$ cat src/hdl/hcbp_pkg.sv
// ----------------------------------------------------------------------------
// Huffman code bit packer package
// Field widths, request codes and controller/datapath interface structs.
// ----------------------------------------------------------------------------
package hcbp_pkg;

  localparam int REQ_W      = 2;
  localparam int SYM_W      = 8;
  localparam int CODE_IN_W  = 32;
  localparam int LEN_IN_W   = 6;
  localparam int BYTE_W     = 8;
  localparam int PCNT_W     = 3;
  localparam int TOTAL_W    = 40;

  typedef enum logic [REQ_W-1:0] {
    REQ_LOAD   = 2'd0,
    REQ_ENCODE = 2'd1,
    REQ_FLUSH  = 2'd2
  } req_t;

  // Commands from the controller to the datapath.
  typedef struct packed {
    logic mem_wr;   // write the code store entry from the input item
    logic mem_rd;   // read the code store entry for the input symbol
    logic lookup;   // take the read entry into the packing registers
    logic pack;     // perform one packing step
    logic flush;    // emit the flush result and clear the packer
  } dp_cmd_t;

  // Status from the datapath to the controller.
  typedef struct packed {
    logic entry_empty;  // looked-up code has zero length
    logic pack_emits;   // the next packing step completes a byte
    logic pack_done;    // the next packing step uses up the code
    logic out_free;     // the result register can take a new result
  } dp_stat_t;

endpackage

$ cat src/hdl/hcbp_ctrl.sv
// ----------------------------------------------------------------------------
// Huffman code bit packer controller
// Sequences load, lookup, packing and flush steps of the datapath.
// ----------------------------------------------------------------------------
module hcbp_ctrl
  import hcbp_pkg::*;
#(
  parameter int SYMBOL_COUNT = 256
) (
  input  logic             clk,
  input  logic             rst_n,
  input  logic             in_valid,
  output logic             in_ready,
  input  logic [REQ_W-1:0] in_req_type,
  input  logic [SYM_W-1:0] in_symbol,
  input  dp_stat_t         stat,
  output dp_cmd_t          cmd
);

  typedef enum logic [3:0] {
    S_IDLE   = 4'b0001,
    S_LOOKUP = 4'b0010,
    S_PACK   = 4'b0100,
    S_FLUSH  = 4'b1000
  } state_t;

  state_t state_r, state_nxt;
  logic   sym_ok;

  // Symbols beyond the store are ignored by loads and skipped by encodes.
  assign sym_ok = ({1'b0, in_symbol} < (SYM_W + 1)'(SYMBOL_COUNT));

  always_comb begin
    state_nxt = state_r;
    cmd       = '0;
    in_ready  = 1'b0;
    unique case (state_r)
      S_IDLE: begin
        in_ready = 1'b1;
        if (in_valid) begin
          case (req_t'(in_req_type))
            REQ_LOAD: begin
              cmd.mem_wr = sym_ok;
            end
            REQ_ENCODE: begin
              if (sym_ok) begin
                cmd.mem_rd = 1'b1;
                state_nxt  = S_LOOKUP;
              end
            end
            REQ_FLUSH: begin
              state_nxt = S_FLUSH;
            end
            default: begin
              state_nxt = S_IDLE;
            end
          endcase
        end
      end
      S_LOOKUP: begin
        cmd.lookup = 1'b1;
        state_nxt  = stat.entry_empty ? S_IDLE : S_PACK;
      end
      S_PACK: begin
        if (!stat.pack_emits || stat.out_free) begin
          cmd.pack = 1'b1;
          if (stat.pack_done) begin
            state_nxt = S_IDLE;
          end
        end
      end
      S_FLUSH: begin
        if (stat.out_free) begin
          cmd.flush = 1'b1;
          state_nxt = S_IDLE;
        end
      end
      default: begin
        state_nxt = S_IDLE;
      end
    endcase
  end

  always_ff @(posedge clk) begin
    if (!rst_n) begin
      state_r <= S_IDLE;
    end else begin
      state_r <= state_nxt;
    end
  end

endmodule

$ cat config.mk
export PLATFORM = sky130hd
export DESIGN_NAME = hcbp_ctrl
export DESIGN_NICKNAME = d
export VERILOG_FILES = /design/src/hdl/hcbp_pkg.sv /design/src/hdl/hcbp_ctrl.sv
export SDC_FILE = /design/constraint.sdc
export NUM_CORES = 1
export LEC_CHECK = 0
export BUFFER_PORTS_ARGS = -buffer_cell sky130_fd_sc_hd__buf_2
export CAP_MARGIN = 5
export CORE_AREA = 2 2 39 41
export DETAILED_ROUTE_END_ITERATION = 16
export DIE_AREA = 0 0 41 43
export SLEW_MARGIN = 30
export SYNTH_ARGS = -nofsm -noshare
export SYNTH_HDL_FRONTEND = slang
export SYNTH_SLANG_ARGS = --single-unit
$ cat constraint.sdc
create_clock -name clk -period 1.5 [get_ports clk]
set_input_delay 0.075 -clock clk [delete_from_list [all_inputs] [get_ports clk]]
set_output_delay 0.075 -clock clk [all_outputs]
set_load 0.005 [all_outputs]
==> reports/results.tsv <==
metric	value	unit
grt_setup_unrepaired	false	
nNetsFinal	71	
synthFlopType	dfxtp_1	
vias	303	
synth.distinct_cells	20	
hpwlAfterDp	543.5	µm
synth_top_cell_by_area	dfxtp_1	
fin_crit_sh	93.80	%
viasPerCell	4.662	
diodes	0	
synth_compound_area_share	14.17	%
max-cap-violations	0	
clock_skew	0.001670	ns
wl	654	µm
critical_path_required	1.42	ns
antenna_found_initial	0	
rows	14	
status	complete, no violations	
crit_chain	or4b_4, a21oi_2, buf_2	
overflow	0	
start_util	21.70	%
clock_latency	0.23	ns
drt-initial-drc-count	3	
worstPathArrival	1.33	ns
synth_top_area_share	26.67	%
die_area	0.001763	mm²
avgSynthCellArea	9.384	µm²
holdCritPathClass	input port to register	
clk_pin_slew_worst_paths	0.04	ns
relSlewSlack	75.17	%
r2r.worst_path.cells	3	
path_class	register to output port	
fp.dieW	41	µm
grt_pass1_vias	292	
cts.sinks	4	
synthTopCellsByCount	dfxtp_1 (4), and3_1 (3), ha_1 (3), inv_1 (3)	
core_area	0.001384	mm²
multi_input_area	225.2	µm²
die_h	43	µm
seq_area	83.83	µm²
synthMuxAreaShare	0	%
timing.fmax	0.7107	GHz
powerDensity	679.9	mW/mm²
endpoint	cmd[1]	
setup_tns	0	ns
drive_gt1_share	46.94	%
r2r_setup_slack	0.14	ns
synthTopCellsByArea	dfxtp_1 (27%), ha_1 (13%), and4b_1 (6.7%)	
place_congestion	0.6515	
synth_seq_area_share	26.67	%
synth_top_family_by_area	simple AND/OR/NAND/NOR gates	
htree_num_levels	1	
synth-adder-area-share	12.50	%
cts_tree	yes	
dr.pass1.iters	2	
top_regs	state_r: 4 flops	
syn-cell-area	300.3	µm²
synthXorXnorAreaFrac	0	%
yosys.area_share.simple	42.92	%
critPathMaxStageDelay	0.55	ns
r2r_end	state_r[0]	
cpMaxStageDelayCell	or4b_4	
worstSetupStartpoint	state_r[1]	
grt_pass1_wl	1104	µm
async_flop_share	0	%
cts_hold_buf	0	
cp-end-kind	output port	
syn2layout_area_growth	44.17	%
drc_errors	0	
syn_inst	32	
cts_buffer_depth	2	
finalSetupViolations	0	
slew_viol_final	0	
largest_register_ffs	4	
worst_pin_slew	0.3672	ns
synth.most_common_cell	dfxtp_1	
ys_seq_elements	4	
fillerInstances	152	
grt_max_degree	8	
wl_per_cell	10.06	µm
layout_min_cycle_time	1.407	ns
reg2reg_from	state_r[1]	
yosysWarnings	0	
cts-root-buf	clkbuf_4	
cts_made_buffers	3	
track_usage	9.228	%
power	294.3	µW
synth_edf_count	0	
worst_ir_drop_vdd	0.0004443	V
regMostFlops	state_r	
io_pins	23	
syn-num-nets	52	
final_hold_viol_count	0	
crit_path_max_fanout	6	
power_leakage	0.0002320	µW
start_kind	register	
portBuffers	14	
detail-route-antenna-nets	0	
## metrics by stage
| step | cell area, µm² | util, % | hold WS, ns | cells | worst slack (ns) |
|---|---|---|---|---|---|
| floorplan | 300.3 | - | 0.1663 | 32 | 0.2555 |
| global placement | 390.4 | 28.21 | 0.3282 | 62 | 0.1501 |
| detailed placement | 390.4 | 28.21 | 0.3280 | 62 | 0.1405 |
| CTS | 412.9 | 29.84 | 0.08857 | 65 | 0.03920 |
| global route | 432.9 | 31.28 | 0.1238 | 65 | 0.02933 |
| finish | 432.9 | 31.28 | 0.09223 | 65 | 0.09293 |
## how the worst min path moves through the flow
stage / startpoint / end / slack [ns] / depth (start not counted)
after floorplan: rst_n / state_r[0] / 0.17 / 1
after global placement: rst_n / state_r[0] / 0.33 / 2
after detailed placement: rst_n / state_r[0] / 0.33 / 2
after CTS: rst_n / state_r[0] / 0.09 / 2
after global routing: rst_n / state_r[0] / 0.12 / 2
final: rst_n / state_r[0] / 0.09 / 2
## cell usage in the layout (no fill, tap or decap), drive strengths merged, types with 2 or more instances in the layout
cell,n
nand2b,2
clkbuf,3
and4b,2
ha,3
dfxtp,4
buf,14
inv,3
and3,3
a21oi,2
nor4b,2
## final cells by class
cell class,count,share of cell area [%]
clock buffers,3,5.202
multi-input cells,25,52.02
well taps,16,4.624
inverters,3,2.601
repair buffers,14,16.18
flip-flops and latches,4,19.36
## metal layers
metal	global-route usage (%)	share of wire [%]	up-vias
met5	0	0	-
met4	2.000	0	0
met3	4.712	6.6	0
met2	14.06	46	12
met1	11.22	47	135
li1	-	-	156
## worst max-delay path, delay by kind of cell (launching register included)
kind	cells	cell delay (ns)
buffers and inverters	1	0.11
and+or+nand+nor	1	0.55
DFF	1	0.34
AOI/OAI and AO/OA	1	0.10
## power by group
part	internal, µW	switching [µW]	total, µW
Sequential	111	5.61	117
Combinational	29.1	22.3	51.4
Clock	89.0	37.3	126
Total	229	65.2	294
## repair_timing
| action | CTS | global route |
|---|---|---|
| hold endpoints to repair | 0 | 0 |
| buffers inserted | 0 | 0 |
| setup endpoints to repair | 0 | 3 |
| gates resized for setup | 0 | 6 |
## kinds of logic (layout without fill, tap and decap cells)
group | after synthesis | after routing
AND/OR/NAND/NOR | 16 | 16
AO/OA/AOI/OAI | 6 | 6
flip-flops | 4 | 4
adder cells (fa/ha/maj) | 3 | 3
buffers and inverters | 3 | 20
Power figures use the tool's default switching activity.
